## src/design/mesp_pkg.sv

```systemverilog
// Shared types and constants for the MIDI event stream parser.
// Used by the input stage, the parser core, the output stage and the top level.
`timescale 1ns / 1ps
`default_nettype none

package mesp_pkg;

  // Result kinds
  typedef enum logic [3:0] {
    KIND_NOTE_OFF  = 4'd0,
    KIND_NOTE_ON   = 4'd1,
    KIND_KEY_PRESS = 4'd2,
    KIND_CTRL      = 4'd3,
    KIND_PROGRAM   = 4'd4,
    KIND_CHAN_PRES = 4'd5,
    KIND_PITCH     = 4'd6,
    KIND_SYSEX     = 4'd7,
    KIND_TEMPO     = 4'd8,
    KIND_ERROR     = 4'd9
  } kind_e;

  // Error codes
  typedef enum logic [1:0] {
    ERR_TRUNCATED  = 2'd0,
    ERR_BAD_STATUS = 2'd1,
    ERR_BAD_LENGTH = 2'd2
  } err_e;

  localparam logic [7:0]  STATUS_SYSEX  = 8'hF0;
  localparam logic [7:0]  STATUS_META   = 8'hFF;
  localparam logic [7:0]  META_TEMPO    = 8'h51;
  localparam logic [3:0]  HI_LAST_CHAN  = 4'hE;
  localparam logic [2:0]  HI_PROGRAM    = 3'h4;  // 0xCn, low 3 bits of high nibble
  localparam logic [2:0]  HI_CHAN_PRES  = 3'h5;  // 0xDn
  localparam logic [31:0] TEMPO_LEN     = 32'd3;

  // One input beat as held in the input register
  typedef struct packed {
    logic [7:0] data;
    logic       last;
  } item_t;

  // One result beat
  typedef struct packed {
    kind_e       kind;
    logic [3:0]  channel;
    logic [6:0]  first_data;
    logic [6:0]  second_data;
    logic [31:0] tick_time;
    logic [23:0] tempo_value;
    logic [7:0]  tempo_queue;
    logic [7:0]  sysex_data;
    logic        sysex_last;
    err_e        error_code;
  } result_t;

endpackage

`default_nettype wire

```

## src/design/mesp_in_stage.sv

```systemverilog
// Input register for the MIDI event stream parser.
// Depends on mesp_pkg (item_t).
`timescale 1ns / 1ps
`default_nettype none

module mesp_in_stage (
  input  wire logic           clk_i,
  input  wire logic           rst_ni,
  input  wire logic           in_valid_i,
  output logic                in_stall_o,
  input  wire logic [7:0]     packet_byte_i,
  input  wire logic           packet_end_i,
  input  wire logic           advance_i,    // held beat consumed by the parser
  output logic                item_valid_o,
  output mesp_pkg::item_t     item_o
);

  logic            valid_q, valid_d;
  logic            accept;
  mesp_pkg::item_t item_q;

  assign in_stall_o = valid_q && !advance_i;
  assign accept     = in_valid_i && !in_stall_o;

  always_comb begin
    valid_d = valid_q;
    if (accept) begin
      valid_d = 1'b1;
    end else if (advance_i) begin
      valid_d = 1'b0;
    end
  end

  always_ff @(posedge clk_i or negedge rst_ni) begin
    if (!rst_ni) begin
      valid_q <= 1'b0;
    end else begin
      valid_q <= valid_d;
    end
  end

  always_ff @(posedge clk_i) begin
    if (accept) begin
      item_q.data <= packet_byte_i;
      item_q.last <= packet_end_i;
    end
  end

  assign item_valid_o = valid_q;
  assign item_o       = item_q;

endmodule

`default_nettype wire

```

## src/design/mesp_parser.sv

```systemverilog
// Parser state and per-byte decode for the MIDI event stream parser.
// Depends on mesp_pkg (item_t, result_t, codes).
`timescale 1ns / 1ps
`default_nettype none

module mesp_parser #(
  parameter int TIME_BITS = 32
) (
  input  wire logic            clk_i,
  input  wire logic            rst_ni,
  input  wire logic            step_i,      // consume item_i this cycle
  input  wire mesp_pkg::item_t item_i,
  input  wire logic [7:0]      queue_i,
  output logic                 res_valid_o,
  output mesp_pkg::result_t    res_o
);

  typedef enum logic [10:0] {
    PH_DELTA      = 11'b000_0000_0001,
    PH_DELTA_MORE = 11'b000_0000_0010,
    PH_STATUS     = 11'b000_0000_0100,
    PH_DATA1      = 11'b000_0000_1000,
    PH_DATA2      = 11'b000_0001_0000,
    PH_SYSLEN     = 11'b000_0010_0000,
    PH_SYSDATA    = 11'b000_0100_0000,
    PH_METATYPE   = 11'b000_1000_0000,
    PH_METALEN    = 11'b001_0000_0000,
    PH_TEMPO      = 11'b010_0000_0000,
    PH_SKIP       = 11'b100_0000_0000
  } phase_e;

  phase_e                 phase_q, phase_d;
  logic [TIME_BITS-8:0]   acc_q, acc_d;       // top 7 bits never feed back
  logic [TIME_BITS-1:0]   time_q, time_d;
  logic [6:0]             status_q, status_d; // bit 7 is implied
  logic [6:0]             first_q, first_d;
  logic [7:0]             meta_q, meta_d;
  logic [31:0]            len_q, len_d;
  logic [15:0]            tempo_q, tempo_d;   // two older tempo bytes
  logic                   discard_q, discard_d;

  logic [TIME_BITS-1:0]   delta_new;
  logic [TIME_BITS+31:0]  time_ext;
  logic [31:0]            tick;
  logic [31:0]            len_shift;
  logic [31:0]            len_dec;
  logic [6:0]             low7;
  logic                   more;
  logic                   err_hit;
  logic                   res_valid;
  mesp_pkg::result_t      res;

  assign low7      = item_i.data[6:0];
  assign more      = item_i.data[7];
  assign delta_new = {((phase_q == PH_DELTA_MORE) ? acc_q : '0), low7};
  assign time_ext  = {32'd0, time_q};
  assign tick      = time_ext[31:0];
  assign len_shift = {len_q[24:0], low7};
  assign len_dec   = len_q - 32'd1;

  always_comb begin
    phase_d   = phase_q;
    acc_d     = acc_q;
    time_d    = time_q;
    status_d  = status_q;
    first_d   = first_q;
    meta_d    = meta_q;
    len_d     = len_q;
    tempo_d   = tempo_q;
    discard_d = discard_q;
    err_hit   = 1'b0;
    res_valid = 1'b0;
    res       = '0;

    if (discard_q) begin
      if (item_i.last) begin
        discard_d = 1'b0;
      end
    end else begin
      case (phase_q)
        PH_DELTA, PH_DELTA_MORE: begin
          acc_d = delta_new[TIME_BITS-8:0];
          if (more) begin
            phase_d = PH_DELTA_MORE;
          end else begin
            time_d  = time_q + delta_new;
            phase_d = PH_STATUS;
          end
        end
        PH_STATUS: begin
          status_d = item_i.data[6:0];
          if (!more) begin
            err_hit    = 1'b1;
            res.error_code = mesp_pkg::ERR_BAD_STATUS;
          end else if (item_i.data[7:4] <= mesp_pkg::HI_LAST_CHAN) begin
            phase_d = PH_DATA1;
          end else if (item_i.data == mesp_pkg::STATUS_SYSEX) begin
            len_d   = '0;
            phase_d = PH_SYSLEN;
          end else if (item_i.data == mesp_pkg::STATUS_META) begin
            phase_d = PH_METATYPE;
          end else begin
            err_hit    = 1'b1;
            res.error_code = mesp_pkg::ERR_BAD_STATUS;
          end
        end
        PH_DATA1: begin
          first_d = low7;
          if (status_q[6:4] == mesp_pkg::HI_PROGRAM ||
              status_q[6:4] == mesp_pkg::HI_CHAN_PRES) begin
            res_valid      = 1'b1;
            res.kind       = mesp_pkg::kind_e'({1'b0, status_q[6:4]});
            res.channel    = status_q[3:0];
            res.first_data = low7;
            res.tick_time  = tick;
            phase_d        = PH_DELTA;
          end else begin
            phase_d = PH_DATA2;
          end
        end
        PH_DATA2: begin
          res_valid       = 1'b1;
          res.kind        = mesp_pkg::kind_e'({1'b0, status_q[6:4]});
          res.channel     = status_q[3:0];
          res.first_data  = first_q;
          res.second_data = low7;
          res.tick_time   = tick;
          phase_d         = PH_DELTA;
        end
        PH_SYSLEN: begin
          len_d = len_shift;
          if (!more) begin
            if (len_shift == '0) begin
              err_hit        = 1'b1;
              res.error_code = mesp_pkg::ERR_BAD_LENGTH;
            end else begin
              phase_d = PH_SYSDATA;
            end
          end
        end
        PH_SYSDATA: begin
          len_d          = len_dec;
          res_valid      = 1'b1;
          res.kind       = mesp_pkg::KIND_SYSEX;
          res.tick_time  = tick;
          res.sysex_data = item_i.data;
          res.sysex_last = (len_dec == '0);
          if (len_dec == '0) begin
            phase_d = PH_DELTA;
          end
        end
        PH_METATYPE: begin
          meta_d  = item_i.data;
          len_d   = '0;
          phase_d = PH_METALEN;
        end
        PH_METALEN: begin
          len_d = len_shift;
          if (!more) begin
            if (meta_q == mesp_pkg::META_TEMPO) begin
              if (len_shift != mesp_pkg::TEMPO_LEN) begin
                err_hit        = 1'b1;
                res.error_code = mesp_pkg::ERR_BAD_LENGTH;
              end else begin
                tempo_d = '0;
                phase_d = PH_TEMPO;
              end
            end else if (len_shift == '0) begin
              phase_d = PH_DELTA;
            end else begin
              phase_d = PH_SKIP;
            end
          end
        end
        PH_TEMPO: begin
          tempo_d = {tempo_q[7:0], item_i.data};
          len_d   = len_dec;
          if (len_dec == '0) begin
            res_valid       = 1'b1;
            res.kind        = mesp_pkg::KIND_TEMPO;
            res.tick_time   = tick;
            res.tempo_value = {tempo_q, item_i.data};
            res.tempo_queue = queue_i;
            phase_d         = PH_DELTA;
          end
        end
        PH_SKIP: begin
          len_d = len_dec;
          if (len_dec == '0) begin
            phase_d = PH_DELTA;
          end
        end
        default: begin
          phase_d = PH_DELTA;
        end
      endcase

      if (err_hit) begin
        // error result: every other field zero, drop rest of packet
        res_valid = 1'b1;
        res.kind  = mesp_pkg::KIND_ERROR;
        phase_d   = PH_DELTA;
        discard_d = !item_i.last;
      end else if (item_i.last && phase_d != PH_DELTA) begin
        // packet ended inside an event
        res_valid = 1'b1;
        res       = '0;
        res.kind  = mesp_pkg::KIND_ERROR;
        res.error_code = mesp_pkg::ERR_TRUNCATED;
        phase_d   = PH_DELTA;
      end
    end
  end

  always_ff @(posedge clk_i or negedge rst_ni) begin
    if (!rst_ni) begin
      phase_q   <= PH_DELTA;
      acc_q     <= '0;
      time_q    <= '0;
      status_q  <= '0;
      first_q   <= '0;
      meta_q    <= '0;
      len_q     <= '0;
      tempo_q   <= '0;
      discard_q <= 1'b0;
    end else if (step_i) begin
      phase_q   <= phase_d;
      acc_q     <= acc_d;
      time_q    <= time_d;
      status_q  <= status_d;
      first_q   <= first_d;
      meta_q    <= meta_d;
      len_q     <= len_d;
      tempo_q   <= tempo_d;
      discard_q <= discard_d;
    end
  end

  assign res_valid_o = res_valid;
  assign res_o       = res;

endmodule

`default_nettype wire

```

## src/design/mesp_out_stage.sv

```systemverilog
// Result register for the MIDI event stream parser.
// Depends on mesp_pkg (result_t).
`timescale 1ns / 1ps
`default_nettype none

module mesp_out_stage (
  input  wire logic               clk_i,
  input  wire logic               rst_ni,
  input  wire logic               load_i,      // parser stepped this cycle
  input  wire logic               res_valid_i,
  input  wire mesp_pkg::result_t  res_i,
  input  wire logic               out_stall_i,
  output logic                    out_free_o,
  output logic                    out_valid_o,
  output mesp_pkg::result_t       res_o
);

  logic              valid_q, valid_d;
  mesp_pkg::result_t res_q;

  assign out_free_o = !valid_q || !out_stall_i;

  always_comb begin
    valid_d = valid_q;
    if (load_i) begin
      valid_d = res_valid_i;
    end else if (!out_stall_i) begin
      valid_d = 1'b0;
    end
  end

  always_ff @(posedge clk_i or negedge rst_ni) begin
    if (!rst_ni) begin
      valid_q <= 1'b0;
    end else begin
      valid_q <= valid_d;
    end
  end

  always_ff @(posedge clk_i) begin
    if (load_i && res_valid_i) begin
      res_q <= res_i;
    end
  end

  assign out_valid_o = valid_q;
  assign res_o       = res_q;

endmodule

`default_nettype wire

```

## src/design/midi_event_stream_parser_core.sv

```systemverilog
// Top level of the MIDI event stream parser: input register, parser, result register.
// Depends on mesp_pkg, mesp_in_stage, mesp_parser and mesp_out_stage.
`timescale 1ns / 1ps
`default_nettype none

// Parses MIDI file track events from a byte stream, one beat per byte with an
// end-of-packet mark. Each event is a variable-length delta added to a running
// tick time (TIME_BITS wide, tick_time_o shows its low 32 bits), then a status
// byte. Channel messages give one result with channel and data; each sysex
// payload byte gives one result with sysex_last on the final one; a tempo meta
// event gives one tempo result tagged with the queue number register. Other
// meta events produce nothing. A bad status byte, a bad length or a packet that
// ends inside an event gives an error result, and after an error the remainder
// of the packet is dropped. A beat is registered in the input register, decoded
// by the parser from there and its result, if any, is registered in the result
// register; the sustained rate is one beat per cycle while out_stall_i stays
// low. The only throttle is the result register: while it holds a stalled
// result the parser does not step and in_stall_o rises once the input register
// is occupied. The queue number register may be written only while the block
// is idle.
module midi_event_stream_parser_core #(
  parameter int TIME_BITS = 32
) (
  input  wire logic        clk_i,
  input  wire logic        rst_ni,
  // byte input channel
  input  wire logic        in_valid_i,
  output logic             in_stall_o,
  input  wire logic [7:0]  packet_byte_i,
  input  wire logic        packet_end_i,
  // result channel
  output logic             out_valid_o,
  input  wire logic        out_stall_i,
  output logic [3:0]       kind_o,
  output logic [3:0]       channel_o,
  output logic [6:0]       first_data_o,
  output logic [6:0]       second_data_o,
  output logic [31:0]      tick_time_o,
  output logic [23:0]      tempo_value_o,
  output logic [7:0]       tempo_queue_o,
  output logic [7:0]       sysex_data_o,
  output logic             sysex_last_o,
  output logic [1:0]       error_code_o,
  // queue number register
  input  wire logic        cfg_we_i,
  input  wire logic [7:0]  cfg_data_i
);

  logic              item_valid;
  mesp_pkg::item_t   item;
  logic              out_free;
  logic              step;       // parser consumes the held beat
  logic              res_valid;
  mesp_pkg::result_t res;
  mesp_pkg::result_t res_out;
  logic [7:0]        queue_q;

  // The held beat advances whenever the result register can take whatever it yields.
  assign step = item_valid && out_free;

  always_ff @(posedge clk_i or negedge rst_ni) begin
    if (!rst_ni) begin
      queue_q <= '0;
    end else if (cfg_we_i) begin
      queue_q <= cfg_data_i;
    end
  end

  mesp_in_stage u_in (
    .clk_i         (clk_i),
    .rst_ni        (rst_ni),
    .in_valid_i    (in_valid_i),
    .in_stall_o    (in_stall_o),
    .packet_byte_i (packet_byte_i),
    .packet_end_i  (packet_end_i),
    .advance_i     (step),
    .item_valid_o  (item_valid),
    .item_o        (item)
  );

  mesp_parser #(
    .TIME_BITS (TIME_BITS)
  ) u_parser (
    .clk_i       (clk_i),
    .rst_ni      (rst_ni),
    .step_i      (step),
    .item_i      (item),
    .queue_i     (queue_q),
    .res_valid_o (res_valid),
    .res_o       (res)
  );

  mesp_out_stage u_out (
    .clk_i       (clk_i),
    .rst_ni      (rst_ni),
    .load_i      (step),
    .res_valid_i (res_valid),
    .res_i       (res),
    .out_stall_i (out_stall_i),
    .out_free_o  (out_free),
    .out_valid_o (out_valid_o),
    .res_o       (res_out)
  );

  assign kind_o        = res_out.kind;
  assign channel_o     = res_out.channel;
  assign first_data_o  = res_out.first_data;
  assign second_data_o = res_out.second_data;
  assign tick_time_o   = res_out.tick_time;
  assign tempo_value_o = res_out.tempo_value;
  assign tempo_queue_o = res_out.tempo_queue;
  assign sysex_data_o  = res_out.sysex_data;
  assign sysex_last_o  = res_out.sysex_last;
  assign error_code_o  = res_out.error_code;

`ifndef SYNTH
  // input backpressure only ever comes from a stalled result
  a_stall_cause: assert property (@(posedge clk_i) disable iff (!rst_ni)
    in_stall_o |-> (out_valid_o && out_stall_i))
    else $error("input stalled without a stalled result");

  // a fresh result needs a beat held in the input register the cycle before
  a_result_source: assert property (@(posedge clk_i) disable iff (!rst_ni)
    $rose(out_valid_o) |-> $past(item_valid))
    else $error("result appeared without a parsed beat");

  // error results carry nothing but their code
  a_error_clean: assert property (@(posedge clk_i) disable iff (!rst_ni)
    (out_valid_o && kind_o == mesp_pkg::KIND_ERROR) |->
      (tick_time_o == '0 && channel_o == '0 && sysex_last_o == 1'b0))
    else $error("error result carries payload");
`endif

endmodule

`default_nettype wire
```

## config.mk

```make
export PLATFORM = sky130hd
export DESIGN_NAME = midi_event_stream_parser_core
export DESIGN_NICKNAME = d
export VERILOG_FILES = /design/src/design/mesp_pkg.sv /design/src/design/mesp_in_stage.sv /design/src/design/mesp_parser.sv /design/src/design/mesp_out_stage.sv /design/src/design/midi_event_stream_parser_core.sv
export SDC_FILE = /design/constraint.sdc
export NUM_CORES = 1
export LEC_CHECK = 0
export BUFFER_PORTS_ARGS = -buffer_cell sky130_fd_sc_hd__buf_2
export CORE_MARGIN = 2
export CORE_UTILIZATION = 45
export DETAILED_ROUTE_END_ITERATION = 7
export GPL_ROUTABILITY_DRIVEN = 0
export SLEW_MARGIN = 40
export SYNTH_ARGS = -nofsm -noshare
export SYNTH_HDL_FRONTEND = slang
export SYNTH_SLANG_ARGS = --single-unit
```

## constraint.sdc

```tcl
create_clock -name clk_i -period 15.15 [get_ports clk_i]
set_input_delay 0 -clock clk_i [delete_from_list [all_inputs] [get_ports clk_i]]
set_output_delay 0 -clock clk_i [all_outputs]
set_load 0.02 [all_outputs]
```

==> impl_metrics.env <==
export IMPL_fmax_mhz=195
export IMPL_min_path_type="primary input to asynchronous set/reset pin"
export IMPL_status="finished, final reports clean"
export IMPL_cap_viol_max_count=0
export IMPL_ys_top_cells_by_count="dfrtp_1, o21ai_0, edfxtp_1"
export IMPL_yosysSeqAreaShare=0.529
export IMPL_grt_max_degree=80
export IMPL_required_ps=15320
export IMPL_cp_start_kind="register"
export IMPL_clk_pin_slew_ps=60
export IMPL_powerDensity_nw_per_um2=141
export IMPL_diodes=0
export IMPL_ys_types=80
export IMPL_post_synth_top_area_cell="dfrtp_1"
export IMPL_overflow=0
export IMPL_peakVddDrop_uv=89.0
export IMPL_dieWidth_um=174
export IMPL_first_global_vias=9167
export IMPL_syn_area_um2=13100
export IMPL_core_um2=28600
export IMPL_setup_tns_ps=0
export IMPL_cts_resized=0
export IMPL_cts_buffers_inserted=29
export IMPL_drt_pass1_iter_count=6
export IMPL_clkLatencyLatePin_ps=540
export IMPL_power_leakage_nw=6.47
export IMPL_wl_per_cell_um=18.1
export IMPL_final_nets=1384
export IMPL_synthesis_nets=1259
export IMPL_ios=121
export IMPL_max_slew_margin_rel=0.453
export IMPL_crit_path_max_fanout=75
export IMPL_die_h_um=174
export IMPL_cp_arrival_ps=5300
export IMPL_clock_tree_root_cell="clkbuf_16"
export IMPL_initial_core_util=0.457
export IMPL_synth_most_common_cell="dfrtp_1"
export IMPL_route_detailed_drc=0
export IMPL_use_met1=0.305
export IMPL_synth_top_area_share=0.283
export IMPL_synth_area_leaders="dfrtp_1, edfxtp_1, o21ai_0"
export IMPL_routed_wl_um=31500
export IMPL_dpl_cell_count=1651
export IMPL_critical_path_class="register to register"
export IMPL_viasPerCell=5.60
export IMPL_drive_gt1_frac=0.214
export IMPL_ys_ff_latch=255
export IMPL_yosysWarningCount=0
export IMPL_clk_path_buf_depth=3
export IMPL_finalSetupViolCount=0
export IMPL_tritoncts="done"
export IMPL_htree_num_levels=1
export IMPL_post_dp_hpwl_um=20700
export IMPL_ant_nets=0
export IMPL_globalRouteTotalUtil=0.204
export IMPL_avgSynthCellArea_um2=10.9
export IMPL_drt_iter0_drc=1035
export IMPL_hold_viol=0
export IMPL_fin_worst_skew_ps=20.9
export IMPL_maxSlewViolCount=0
export IMPL_grt_busiest_layer="met2"
export IMPL_finalCritPeriodShare=0.338
export IMPL_grtUsageMet2=0.312
export IMPL_area_growth_pct=16.0
export IMPL_use_met3=0.0297
export IMPL_syn_inst=1203
export IMPL_die_area_um2=30400
export IMPL_endpoint_kind="register"
export IMPL_cts_sinks=255
export IMPL_synth_edf_count=106
export IMPL_grt_pass1_wl_um=50100
export IMPL_worst_slew_pin_slew_ps=821
export IMPL_finalWorstPathRequiredPeriod_ps=5130
export IMPL_fin_cells=1734
export IMPL_synth_main_ff_cell="dfrtp_1"
export IMPL_rows=62
export IMPL_num_vias=9709
export IMPL_rsz0062_at_grt="no"
export IMPL_antenna_found_initial=0
export IMPL_io_buffers=120
export IMPL_postCtsSetupBuffers=0
export IMPL_synth_async_reset_ratio=0.584
-- power breakdown --
| part | switching (mW) | internal (mW) | leakage [nW] |
|---|---|---|---|
| Sequential | 0.0698 | 0.873 | 3.02 |
| Combinational | 0.354 | 0.181 | 3.03 |
| Clock | 0.273 | 0.385 | 0.426 |
-- per-stage QoR --
step	cell area (um2)	hold WS [ps]	setup WS (ps)	utilization	total power, mW
after floorplan	13100	-296	7680	-	1.32
after global placement	13900	107	10010	0.487	1.47
after detailed placement	14000	110	10130	0.488	1.48
after CTS	15100	113	10110	0.529	2.15
after global routing	15200	122	9550	0.530	2.25
final	15200	58.9	10020	0.530	2.14
-- logic make-up after synthesis --
group                      count (synthesis)  share of synthesized area
and+or+nand+nor                          433                      0.191
AOI/OAI and AO/OA                        297                      0.146
DFF                                      255                      0.529
buffers and inverters                     96                     0.0320
muxes                                     52                     0.0447
xor gates and xnor gates                  36                     0.0241
adders and majority gates                 34                     0.0331
-- state kept, by name, indices dropped and copies added, names as in the netlist, 9 cells and up --
| register | cells |
|---|---|
| u_in.item_o | 9 |
| u_out.res_o | 97 |
| u_parser.acc_q | 25 |
| u_parser.len_q | 32 |
| u_parser.phase_q | 11 |
| u_parser.tempo_q | 16 |
| u_parser.tick | 32 |
-- path summary, 6_finish.rpt --
path,from,to,slack [ps],cells past startpoint
max in group asynchronous,rst_ni,u_parser.status_q[3],13920,3
worst min register to register,u_parser.tick[31],u_parser.tick[31],460,1
worst min-delay path,rst_ni,u_parser.tempo_q[11],60,2
min in group clk_i,packet_end_i,u_in.item_o[0],170,2
worst max-delay path,u_parser.phase_q[1],u_out.res_o[34],10020,10
worst max register to register,u_parser.phase_q[1],u_out.res_o[34],10020,10
-- worst max-delay path, cell delays in order, from the launching register on --
cell and delay (ps):
dfrtp_1 470, nor3_2 340, and3_1 280, o211a_1 630, nor4_1 220, nor4b_2 550, a21boi_0 210, nand2_1 520
nor2b_1 200, nor2_4 630, buf_6 600
-- area by class of cell --
type | count | area, um2
clock inverters | 15 | 126
flip-flops and latches | 255 | 6910
multi-input cells | 852 | 5770
repair buffers | 160 | 1010
inverters | 30 | 113
well taps | 384 | 480
fillers | 2581 | 13500
clock buffers | 38 | 759
-- cells in the final DEF, fill, tap and decap left out, types with 7 or more instances in the layout --
cell and count:
xor2_1 15, and2_4 30, and2_1 78, edfxtp_1 106
dfrtp_1 148, a32oi_1 9, buf_2 119, nand2_1 78
clkbuf_16 29, clkbuf_1 9, a211oi_1 11, nand2b_1 12
nor4_1 18, a31oi_1 10, nand3_1 23, a22o_1 16
mux2_2 51, inv_1 30, a21o_1 16, nor3_1 30
dlygate4sd3_1 29, and3_1 7, xnor2_1 21, a21oi_1 53
or4_1 7, a22oi_1 15, nor2_1 78, o21ai_0 116
nand4_1 12, ha_1 33, nor2b_1 7, buf_4 8
-- routing by layer --
layer,vias up,routed length (um),part of all wire
li1,4660,-,-
met5,-,0,0
met3,46,1990,0.063
met2,357,13800,0.44
met1,4646,15000,0.48
met4,0,640,0.020
-- what timing repair did --
action	in CTS	in global routing
hold buffers	29	0
setup endpoints to repair	0	0
endpoints found under the hold margin	98	0
(Power assumes the default switching activity.)
